===== src/rtl/tssc_pkg.sv =====
// tssc_pkg: shared types, constants and helper functions for the timed
// sensor sample collector and its checker
// no dependencies
`default_nettype none

package tssc_pkg;

  // ring buffer geometry
  localparam int BUFFER_DEPTH = 32;
  localparam int ADDR_W       = (BUFFER_DEPTH > 1) ? $clog2(BUFFER_DEPTH) : 1;
  localparam int CNT_W        = $clog2(BUFFER_DEPTH + 1);

  // field widths
  localparam int TIME_W  = 32;
  localparam int VAL_W   = 18;
  localparam int KIND_W  = 2;
  localparam int ADC_W   = 12;
  localparam int MV_W    = 12;
  localparam int PCT_W   = 7;
  localparam int CFG_W   = 22;
  localparam int CIDX_W  = 2;
  localparam int PP_W    = 10;
  localparam int GP_W    = 14;
  localparam int BP_W    = 22;

  // converter scaling: mv = count * 3300 / 4096
  localparam int ADC_FULL_MV = 3300;
  localparam int ADC_SHIFT   = 12;

  // battery percent window
  localparam int BATT_EMPTY_MV = 2500;
  localparam int BATT_FULL_MV  = 4200;
  localparam int PCT_FULL      = 100;
  // (mv - 2500) * 100 / 1700 == (mv - 2500) / 17, done as a reciprocal
  localparam int PCT_SHIFT     = 16;
  localparam int PCT_RECIP     = ((1 << PCT_SHIFT) + 16) / 17;

  // register reset values
  localparam int PULSE_PERIOD_RST   = 10;
  localparam int GAS_PERIOD_RST     = 100;
  localparam int BATTERY_PERIOD_RST = 60000;

  typedef logic [ADDR_W-1:0] addr_t;
  typedef logic [CNT_W-1:0]  cnt_t;

  typedef enum logic [1:0] {
    OP_UPDATE = 2'd0,
    OP_POP    = 2'd1,
    OP_NEWEST = 2'd2,
    OP_NONE   = 2'd3
  } op_t;

  typedef enum logic [CIDX_W-1:0] {
    REG_PULSE_PERIOD   = 2'd0,
    REG_GAS_PERIOD     = 2'd1,
    REG_BATTERY_PERIOD = 2'd2,
    REG_UNUSED         = 2'd3
  } reg_idx_t;

  localparam logic [KIND_W-1:0] KIND_PULSE   = 2'd0;
  localparam logic [KIND_W-1:0] KIND_GAS     = 2'd1;
  localparam logic [KIND_W-1:0] KIND_BATTERY = 2'd2;
  // never stored, so a query for it matches nothing
  localparam logic [KIND_W-1:0] KIND_NONE    = 2'd3;

  typedef enum logic [3:0] {
    S_IDLE,
    S_UPD_PULSE,
    S_UPD_GAS,
    S_BATT_MV,
    S_BATT_PCT,
    S_UPD_BATT,
    S_POP,
    S_POP_DATA,
    S_SRCH,
    S_FINISH
  } state_t;

  // one ring buffer entry
  typedef struct packed {
    logic [TIME_W-1:0] stamp;
    logic [KIND_W-1:0] kind;
    logic [VAL_W-1:0]  second;
    logic [VAL_W-1:0]  first;
  } entry_t;

  function automatic addr_t next_slot(input addr_t i);
    return (i == ADDR_W'(BUFFER_DEPTH - 1)) ? '0 : i + 1'b1;
  endfunction

  function automatic addr_t prev_slot(input addr_t i);
    return (i == '0) ? ADDR_W'(BUFFER_DEPTH - 1) : i - 1'b1;
  endfunction

  function automatic logic [MV_W-1:0] adc_to_mv(input logic [ADC_W-1:0] count);
    logic [ADC_W+ADC_SHIFT-1:0] prod;
    prod = ADC_W'(count) * (ADC_W + ADC_SHIFT)'(ADC_FULL_MV);
    return prod[ADC_SHIFT +: MV_W];
  endfunction

  function automatic logic elapsed(input logic [TIME_W-1:0] now,
                                   input logic [TIME_W-1:0] last,
                                   input logic [TIME_W-1:0] period);
    logic [TIME_W-1:0] diff;
    diff = now - last;
    return diff >= period;
  endfunction

endpackage

`default_nettype wire


===== src/rtl/timed_sensor_sample_collector.sv =====
// timed_sensor_sample_collector: periodic sampling of pulse, gas and battery
// readings into a timestamped ring buffer, with pop and newest-of-kind query
// depends on tssc_pkg
`default_nettype none

// channel   | handshake               | payload
// ----------+-------------------------+----------------------------------------
// request   | start / busy            | operation, now_ms, readings, wanted_kind
// result    | done (one-cycle strobe) | found ... battery_charge
// config    | cfg_valid / cfg_ready   | cfg_index, cfg_data
//
// an update walks pulse, gas, battery scaling (multiply in S_BATT_MV, then
// reciprocal multiply in S_BATT_PCT) and the battery push before done. a pop
// reads the oldest entry through the registered read of the buffer memory and
// skips the data step when the buffer is empty. a newest-of-kind query makes
// one memory read per entry walked back from the newest. request 3 just ends.
// rst is synchronous, clears the indices, totals and timers and resets periods.
// the result cannot be stalled; a new request is taken in the cycle done shows

module timed_sensor_sample_collector
  import tssc_pkg::*;
(
  input  wire logic                 clk,
  input  wire logic                 rst,
  // request
  input  wire logic                 start,
  output logic                      busy,
  input  wire logic [1:0]           operation,
  input  wire logic [TIME_W-1:0]    now_ms,
  input  wire logic                 pulse_ready,
  input  wire logic [VAL_W-1:0]     pulse_red,
  input  wire logic [VAL_W-1:0]     pulse_infrared,
  input  wire logic [ADC_W-1:0]     gas_adc,
  input  wire logic                 heater_active,
  input  wire logic [ADC_W-1:0]     battery_adc,
  input  wire logic [KIND_W-1:0]    wanted_kind,
  // result
  output logic                      done,
  output logic                      found,
  output logic [TIME_W-1:0]         sample_time,
  output logic [KIND_W-1:0]         sample_kind,
  output logic [VAL_W-1:0]          first_value,
  output logic [VAL_W-1:0]          second_value,
  output logic [CNT_W-1:0]          occupancy,
  output logic [2:0]                pushed_mask,
  output logic [TIME_W-1:0]         pulse_samples,
  output logic [TIME_W-1:0]         gas_samples,
  output logic [TIME_W-1:0]         update_count,
  output logic [MV_W-1:0]           battery_millivolts,
  output logic [PCT_W-1:0]          battery_charge,
  // configuration
  input  wire logic                 cfg_valid,
  output logic                      cfg_ready,
  input  wire logic [CIDX_W-1:0]    cfg_index,
  input  wire logic [CFG_W-1:0]     cfg_data
);

  state_t state, state_next;

  // period registers
  logic [PP_W-1:0] pulse_period;
  logic [GP_W-1:0] gas_period;
  logic [BP_W-1:0] battery_period;

  // ring buffer control
  addr_t wr_idx, rd_idx;
  cnt_t  held;

  // sampling timers and totals
  logic [TIME_W-1:0] last_pulse, last_gas, last_battery;
  logic [TIME_W-1:0] pulse_total, gas_total, updates_total;
  logic [MV_W-1:0]   batt_mv_held;
  logic [PCT_W-1:0]  batt_pct_held;

  // latched request
  op_t               op_r;
  logic [TIME_W-1:0] now_r;
  logic              pready_r;
  logic [VAL_W-1:0]  red_r, ir_r;
  logic [ADC_W-1:0]  gas_adc_r, batt_adc_r;
  logic              heater_r;
  logic [KIND_W-1:0] want_r;

  // working registers
  logic [MV_W-1:0]   bmv_calc;
  logic [PCT_W-1:0]  bpct_calc;
  logic [2:0]        mask;
  logic              res_found;
  entry_t            res_entry;

  // backwards search
  addr_t scan_slot;
  cnt_t  scan_left;
  logic  chk_valid;

  // buffer memory, registered read
  entry_t mem [BUFFER_DEPTH];
  entry_t rd_q;
  addr_t  rd_addr;
  logic   push_en;
  entry_t push_data;

  // combinational helpers
  logic              issue, match;
  logic [MV_W-1:0]   gas_mv;
  logic [MV_W-1:0]   bdiff;
  logic [MV_W+PCT_SHIFT-1:0] pct_prod;
  logic [PCT_W-1:0]  pct_val;

  assign busy      = (state != S_IDLE);
  assign cfg_ready = 1'b1;

  assign gas_mv   = adc_to_mv(gas_adc_r);
  assign bdiff    = bmv_calc - MV_W'(BATT_EMPTY_MV);
  assign pct_prod = (MV_W + PCT_SHIFT)'(bdiff) * (MV_W + PCT_SHIFT)'(PCT_RECIP);

  always_comb begin
    if (bmv_calc <= MV_W'(BATT_EMPTY_MV)) begin
      pct_val = '0;
    end else if ({1'b0, bmv_calc} >= (MV_W + 1)'(BATT_FULL_MV)) begin
      pct_val = PCT_W'(PCT_FULL);
    end else begin
      pct_val = pct_prod[PCT_SHIFT +: PCT_W];
    end
  end

  assign issue = (scan_left != '0);
  assign match = chk_valid && (rd_q.kind == want_r);

  // next state, push request and read address
  always_comb begin
    state_next = state;
    push_en    = 1'b0;
    push_data  = '{stamp: now_r, kind: KIND_PULSE, second: ir_r, first: red_r};
    rd_addr    = rd_idx;
    unique case (state)
      S_IDLE: begin
        if (start) begin
          unique case (op_t'(operation))
            OP_UPDATE: state_next = S_UPD_PULSE;
            OP_POP:    state_next = S_POP;
            OP_NEWEST: state_next = S_SRCH;
            OP_NONE:   state_next = S_FINISH;
            default:   state_next = S_FINISH;
          endcase
        end
      end
      S_UPD_PULSE: begin
        push_en    = pready_r && elapsed(now_r, last_pulse, TIME_W'(pulse_period));
        state_next = S_UPD_GAS;
      end
      S_UPD_GAS: begin
        push_en    = elapsed(now_r, last_gas, TIME_W'(gas_period));
        push_data  = '{stamp: now_r, kind: KIND_GAS, second: VAL_W'(heater_r),
                       first: VAL_W'(gas_mv)};
        state_next = S_BATT_MV;
      end
      S_BATT_MV:  state_next = S_BATT_PCT;
      S_BATT_PCT: state_next = S_UPD_BATT;
      S_UPD_BATT: begin
        push_en    = elapsed(now_r, last_battery, TIME_W'(battery_period));
        push_data  = '{stamp: now_r, kind: KIND_BATTERY, second: VAL_W'(bpct_calc),
                       first: VAL_W'(bmv_calc)};
        state_next = S_FINISH;
      end
      S_POP: begin
        state_next = (held == '0) ? S_FINISH : S_POP_DATA;
      end
      S_POP_DATA: state_next = S_FINISH;
      S_SRCH: begin
        rd_addr = scan_slot;
        if (match || (!issue && !chk_valid)) begin
          state_next = S_FINISH;
        end
      end
      S_FINISH: state_next = S_IDLE;
      default:  state_next = S_IDLE;
    endcase
  end

  // memory: write on push, read every cycle
  always_ff @(posedge clk) begin
    if (push_en) begin
      mem[wr_idx] <= push_data;
    end
    rd_q <= mem[rd_addr];
  end

  // control state
  always_ff @(posedge clk) begin
    if (rst) begin
      state          <= S_IDLE;
      pulse_period   <= PP_W'(PULSE_PERIOD_RST);
      gas_period     <= GP_W'(GAS_PERIOD_RST);
      battery_period <= BP_W'(BATTERY_PERIOD_RST);
      wr_idx         <= '0;
      rd_idx         <= '0;
      held           <= '0;
      last_pulse     <= '0;
      last_gas       <= '0;
      last_battery   <= '0;
      pulse_total    <= '0;
      gas_total      <= '0;
      updates_total  <= '0;
      batt_mv_held   <= '0;
      batt_pct_held  <= '0;
      chk_valid      <= 1'b0;
      done           <= 1'b0;
    end else begin
      state <= state_next;
      done  <= (state == S_FINISH);

      // register writes, taken in any state
      if (cfg_valid && cfg_ready) begin
        unique case (reg_idx_t'(cfg_index))
          REG_PULSE_PERIOD:   pulse_period   <= cfg_data[PP_W-1:0];
          REG_GAS_PERIOD:     gas_period     <= cfg_data[GP_W-1:0];
          REG_BATTERY_PERIOD: battery_period <= cfg_data[BP_W-1:0];
          REG_UNUSED:         ;
          default:            ;
        endcase
      end

      // push, dropping the oldest entry when full
      if (push_en) begin
        wr_idx <= next_slot(wr_idx);
        if (held == CNT_W'(BUFFER_DEPTH)) begin
          rd_idx <= next_slot(rd_idx);
        end else begin
          held <= held + 1'b1;
        end
      end

      unique case (state)
        S_IDLE: begin
          chk_valid <= 1'b0;
        end
        S_UPD_PULSE: begin
          if (push_en) begin
            pulse_total <= pulse_total + 1'b1;
            last_pulse  <= now_r;
          end
        end
        S_UPD_GAS: begin
          if (push_en) begin
            gas_total <= gas_total + 1'b1;
            last_gas  <= now_r;
          end
        end
        S_UPD_BATT: begin
          updates_total <= updates_total + 1'b1;
          if (push_en) begin
            last_battery  <= now_r;
            batt_mv_held  <= bmv_calc;
            batt_pct_held <= bpct_calc;
          end
        end
        S_POP_DATA: begin
          rd_idx <= next_slot(rd_idx);
          held   <= held - 1'b1;
        end
        S_SRCH: begin
          chk_valid <= issue && !match;
        end
        default: ;
      endcase
    end
  end

  // datapath registers
  always_ff @(posedge clk) begin
    unique case (state)
      S_IDLE: begin
        if (start) begin
          op_r       <= op_t'(operation);
          now_r      <= now_ms;
          pready_r   <= pulse_ready;
          red_r      <= pulse_red;
          ir_r       <= pulse_infrared;
          gas_adc_r  <= gas_adc;
          heater_r   <= heater_active;
          batt_adc_r <= battery_adc;
          want_r     <= wanted_kind;
          mask       <= '0;
          res_found  <= 1'b0;
          res_entry  <= '0;
          scan_slot  <= prev_slot(wr_idx);
          scan_left  <= held;
        end
      end
      S_UPD_PULSE: if (push_en) mask[0] <= 1'b1;
      S_UPD_GAS:   if (push_en) mask[1] <= 1'b1;
      S_BATT_MV:   bmv_calc  <= adc_to_mv(batt_adc_r);
      S_BATT_PCT:  bpct_calc <= pct_val;
      S_UPD_BATT:  if (push_en) mask[2] <= 1'b1;
      S_POP:       ;
      S_POP_DATA: begin
        res_found <= 1'b1;
        res_entry <= rd_q;
      end
      S_SRCH: begin
        if (match) begin
          res_found <= 1'b1;
          res_entry <= rd_q;
        end else if (issue) begin
          scan_slot <= prev_slot(scan_slot);
          scan_left <= scan_left - 1'b1;
        end
      end
      S_FINISH: begin
        found              <= res_found;
        sample_time        <= res_entry.stamp;
        sample_kind        <= res_entry.kind;
        first_value        <= res_entry.first;
        second_value       <= res_entry.second;
        occupancy          <= held;
        pushed_mask        <= (op_r == OP_UPDATE) ? mask : 3'b000;
        pulse_samples      <= pulse_total;
        gas_samples        <= gas_total;
        update_count       <= updates_total;
        battery_millivolts <= batt_mv_held;
        battery_charge     <= batt_pct_held;
      end
      default: ;
    endcase
  end

endmodule

`default_nettype wire


===== config.mk =====
export PLATFORM = sky130hd
export DESIGN_NAME = timed_sensor_sample_collector
export DESIGN_NICKNAME = d
export VERILOG_FILES = /design/src/rtl/tssc_pkg.sv /design/src/rtl/timed_sensor_sample_collector.sv
export SDC_FILE = /design/constraint.sdc
export NUM_CORES = 2
export LEC_CHECK = 0
export BUFFER_PORTS_ARGS = -buffer_cell sky130_fd_sc_hd__buf_4
export CAP_MARGIN = 20
export CORE_MARGIN = 5
export CORE_UTILIZATION = 65
export CTS_BUF_LIST = sky130_fd_sc_hd__clkbuf_8
export CTS_CLUSTER_DIAMETER = 60
export DETAILED_ROUTE_END_ITERATION = 8
export GPL_ROUTABILITY_DRIVEN = 0
export MAX_ROUTING_LAYER = met4
export PLACE_DENSITY = 0.82
export SLEW_MARGIN = 15
export SYNTH_ARGS = -nofsm -noshare
export SYNTH_HDL_FRONTEND = slang
export SYNTH_SLANG_ARGS = --single-unit

===== constraint.sdc =====
create_clock -name clk -period 16.8 [get_ports clk]
set_clock_uncertainty 0.15 [all_clocks]
set_input_delay 3.36 -clock clk [delete_from_list [all_inputs] [get_ports clk]]
set_output_delay 3.36 -clock clk [all_outputs]
set_load 0.005 [all_outputs]

==> results.md <==
- Run status: finished, final reports clean
- Critical path's slowest cell: nand2b_2
- Area contributors post-synth: edfxtp_1, nand2_1, dfxtp_1
- Combinational power share: 33.4%
- PwrDens: 161 nW/um2
- EDFF count, synth: 2637
- Routed length per instance: 25.2 um
- Final setup fails: 0
- Worst slew pin tran: 1.21 ns
- Slew headroom: 19.3%
- Synth area leader: edfxtp_1
- Clock power frac: 25.9%
- Latest clock arrival within the worst-skew pair: 1.13 ns
- Final TNS setup: 0 ns
- Number of global-route vias before repair: 86700
- Dpl hpwl: 200 mm
- Post-DP Area: 132000 um2
- Number of CTS-inserted buffers: 463
- GRT Overall Usage: 34.0%
- Hold_sp: res_entry[51]
- Worst path most repeated cell: a21oi_1
- Die area: 204000 um2
- WP data arrival: 8.86 ns
- Initial antenna violation count: 16
- Fin crit period: 8.34 ns
- Number of library cell types mapped by synthesis: 92
- Switching share of power: 35.5%
- R2r startpoint: now_r[0]
- R2r endpoint: mem[10][45]
- Final WL: 343 mm
- Total power: 22.7 mW
- Kind of critical path: register to register
- Max cap viols: 0
- Async set-reset flop share out of synthesis: 0%
- Depth of the worst hold-timing path: 0
- Net switching power: 8.06 mW
- WP data required: 17.32 ns
- Die X: 452 um
- Post-Syn Instances: 10300
- Seq cells post-synth: 2986
- Critical path startpoint category: register
- Yosys top cell area share: 62.5%
- Post-CTS Setup Inserts: 0
- Layout cells sized above 1: 11.0%
- I/O Buffers: 322
- CTS clock-pin slew for the worst setup and hold paths: 0.06 ns
- Detailed-route vias per instance: 6.46
- Row Count: 162
- Register area share after synthesis: 68.0%
- GRT Residual Overflow: 0
- CP Cell Sequence: inv_1, ha_1, inv_1, fa_1, a21oi_1, o221ai_2, nand2_1, nand2_1, a21o_1, a21oi_1, xnor2_1, ha_1, or4_1, a21oi_1, a31oi_1, or4_1, a2111oi_0, and4_1, nand2b_2, nand3_4, nand2_2, nor2_4, buf_4
- DRT Pass-1 Iters: 9
- Synth Flop Type: edfxtp_1
- Clk root buf: clkbuf_8
- Mapped cell area: 127000 um2
- CTS tree: done
- Fin. Hold Viols: 0
- Reg power frac: 40.7%
- Hold buffers post-CTS: 0
- Tcrit/Tclk final: 49.6%
- # nets final: 11200
- Syn nets: 10900
- Internal reg-to-reg setup slack: 8.46 ns
- Leak Pwr: 52.2 nW
- Max Fclk: 120 MHz
- RSZ-0062 raised after global routing: no
- H-Tree Depth: 5
- DRC viols: 0
- Largest net degree at the start of global routing: 208
- Finished Cell Area: 141000 um2
- Crit-path max cell delay: 0.82 ns
- Via count: 87900
- Io pins: 324
- Area delta synth->final: 11.5%
- CTS Buffer Depth: 4
- First-pass GRT wire length: 513 mm
- Initial Util: 65.2%
- Initial DRC count: 12300
- Worst Path Max Fanout: 43
- Int Pwr: 14.7 mW
- Hold WC Path Type: register to register
- Slew Viols, Final: 0
- # fillers: 11700
- Worst VDD drop: 250 uV
- Die H: 452 um
- CTS Sinks: 2986
- Crit. End Element: register
- CTS resizes: 0
- Core Region: 195000 um2
- Synthesis Warnings: 0
- Routed Antenna Nets: 0
- Mapped Avg Cell Area: 12.3 um2
- Worst Hold End: sample_time[13]
- Worst reg2reg path depth: 23
-- final cells by class --
| class | instances | area (um2) | share of cell area [%] |
|---|---|---|---|
| Multi-Input combinational cell | 6380 | 37500 | 26.5 |
| Sequential cell | 2986 | 86200 | 61.0 |
| Clock inverter | 319 | 1840 | 1.30 |
| Tap cell | 2542 | 3180 | 2.25 |
| Inverter | 342 | 1290 | 0.910 |
| Clock buffer | 515 | 7090 | 5.01 |
| Antenna cell | 18 | 45.0 | 0.0319 |
| Timing Repair Buffer | 504 | 4210 | 2.98 |
-- layer usage --
| metal | wire length, um | part of all wire (%) | track usage [%] |
|---|---|---|---|
| met1 | 117000 | 34 | 41.6 |
| met2 | 163000 | 47 | 53.4 |
| met3 | 38900 | 11 | 6.18 |
| met4 | 24400 | 7.1 | 20.3 |
| met5 | 0 | 0 | - |
-- stage by stage --
stage          hold slack, ns  util [%]  instances  setup WS, ns
2_1_floorplan           0.250         -      10300          8.98
4_1_cts                 0.225      72.5      13600          8.58
5_1_grt                 0.236      72.6      13600          8.13
3_5_place_dp            0.255      67.9      12700          8.66
3_3_place_gp            0.251      67.8      12700          8.72
6_report                0.224      72.6      13600          8.46
-- cell usage after synthesis (all sizes together), types with 14 or more instances --
| cell | n |
|---|---|
| nand2 | 2576 |
| and2 | 102 |
| and4 | 15 |
| a211oi | 89 |
| nand3 | 774 |
| a31oi | 157 |
| o21a | 32 |
| o21ai | 112 |
| o31ai | 80 |
| a22oi | 17 |
| xor2 | 85 |
| and3 | 313 |
| clkbuf | 538 |
| nand4 | 45 |
| buf | 69 |
| edfxtp | 2637 |
| nor2b | 25 |
| xnor2 | 111 |
| dfxtp | 349 |
| nor3 | 53 |
| nand2b | 30 |
| ha | 334 |
| a21o | 50 |
| or3 | 21 |
| nor2 | 378 |
| a211o | 17 |
| a21oi | 224 |
| inv | 341 |
| a311oi | 355 |
| nor4 | 30 |
| o21bai | 14 |
| o211ai | 16 |
| fa | 88 |
| mux2i | 83 |
-- layout by cell type, fill, tap and decap left out, types with 16 or more instances in the layout --
| master | count |
|---|---|
| and2_1 | 95 |
| nand3_1 | 773 |
| nand4_1 | 44 |
| fa_1 | 88 |
| nor3_1 | 52 |
| o31ai_1 | 77 |
| nor2_1 | 343 |
| xnor2_1 | 111 |
| a211o_1 | 17 |
| clkinv_2 | 53 |
| and3_1 | 312 |
| nor2b_1 | 25 |
| a22oi_1 | 17 |
| nor4_1 | 28 |
| bufinv_16 | 20 |
| clkinv_1 | 81 |
| a21o_1 | 48 |
| edfxtp_1 | 2637 |
| mux2i_1 | 81 |
| xor2_1 | 85 |
| buf_4 | 475 |
| nand2_1 | 2569 |
| or3_1 | 21 |
| ha_1 | 334 |
| a211oi_1 | 85 |
| a31oi_1 | 157 |
| dfxtp_1 | 349 |
| a21oi_1 | 218 |
| a311oi_1 | 355 |
| o21a_1 | 32 |
| nand2b_1 | 29 |
| buf_12 | 16 |
| diode_2 | 18 |
| nor2_4 | 35 |
| inv_1 | 495 |
| o21ai_0 | 90 |
| clkbuf_8 | 515 |
-- sequential cells by signal (all words and copies together), names as in the netlist, 14 cells and up --
| name | flops |
|---|---|
| gas_total | 32 |
| red_r | 18 |
| last_battery | 32 |
| battery_period | 22 |
| second_value | 18 |
| gas_period | 14 |
| last_pulse | 32 |
| updates_total | 32 |
| now_r | 32 |
| mem | 2240 |
| pulse_samples | 32 |
| sample_time | 32 |
| gas_samples | 32 |
| rd_q | 70 |
| res_entry | 70 |
| first_value | 18 |
| pulse_total | 32 |
| update_count | 32 |
| ir_r | 18 |
| last_gas | 32 |
-- critical path, delay by kind of cell (launching register included) --
kind	cells	cell delay, ns
AOI/OAI and AO/OA	7	1.39
DFF	1	0.51
buffers and inverters	3	0.86
xor gates and xnor gates	1	0.10
adders and majority gates	3	0.86
and+or+nand+nor	9	3.89
-- cells by family (layout without fill, tap and decap cells) --
| family | Yosys count | count (layout) | synth area share [%] |
|---|---|---|---|
| muxes | 89 | 89 | 0.709 |
| adders and majority gates | 422 | 422 | 4.69 |
| DFF | 2986 | 2986 | 68.0 |
| and+or+nand+nor | 4413 | 4413 | 15.3 |
| xor gates and xnor gates | 196 | 196 | 1.35 |
| buffers and inverters | 949 | 1680 | 2.87 |
| AOI/OAI and AO/OA | 1259 | 1259 | 7.16 |
| other | 1 | 19 | 0.00296 |
-- worst max-delay path by stage --
stage	from	end	slack, ns	cells past startpoint
floorplan	now_r[1]	mem[15][0]	8.98	23
global placement	now_r[0]	mem[31][51]	8.72	24
detailed placement	now_r[0]	mem[24][49]	8.66	23
CTS	now_r[0]	mem[24][52]	8.58	23
global route	now_r[0]	mem[31][52]	8.13	24
finish	now_r[0]	mem[10][45]	8.46	23
-- power groups by stage --
| stage | registers, mW | clock network (mW) | logic [mW] |
|---|---|---|---|
| CTS | 9.25 | 5.90 | 7.40 |
| floorplan | 9.44 | 0 | 4.70 |
| finish | 9.25 | 5.87 | 7.59 |
| global placement | 9.39 | 0 | 6.99 |
| detailed placement | 9.40 | 0 | 7.29 |
| global route | 9.27 | 6.27 | 8.21 |
Note: power is estimated with default switching activity, not from simulation.
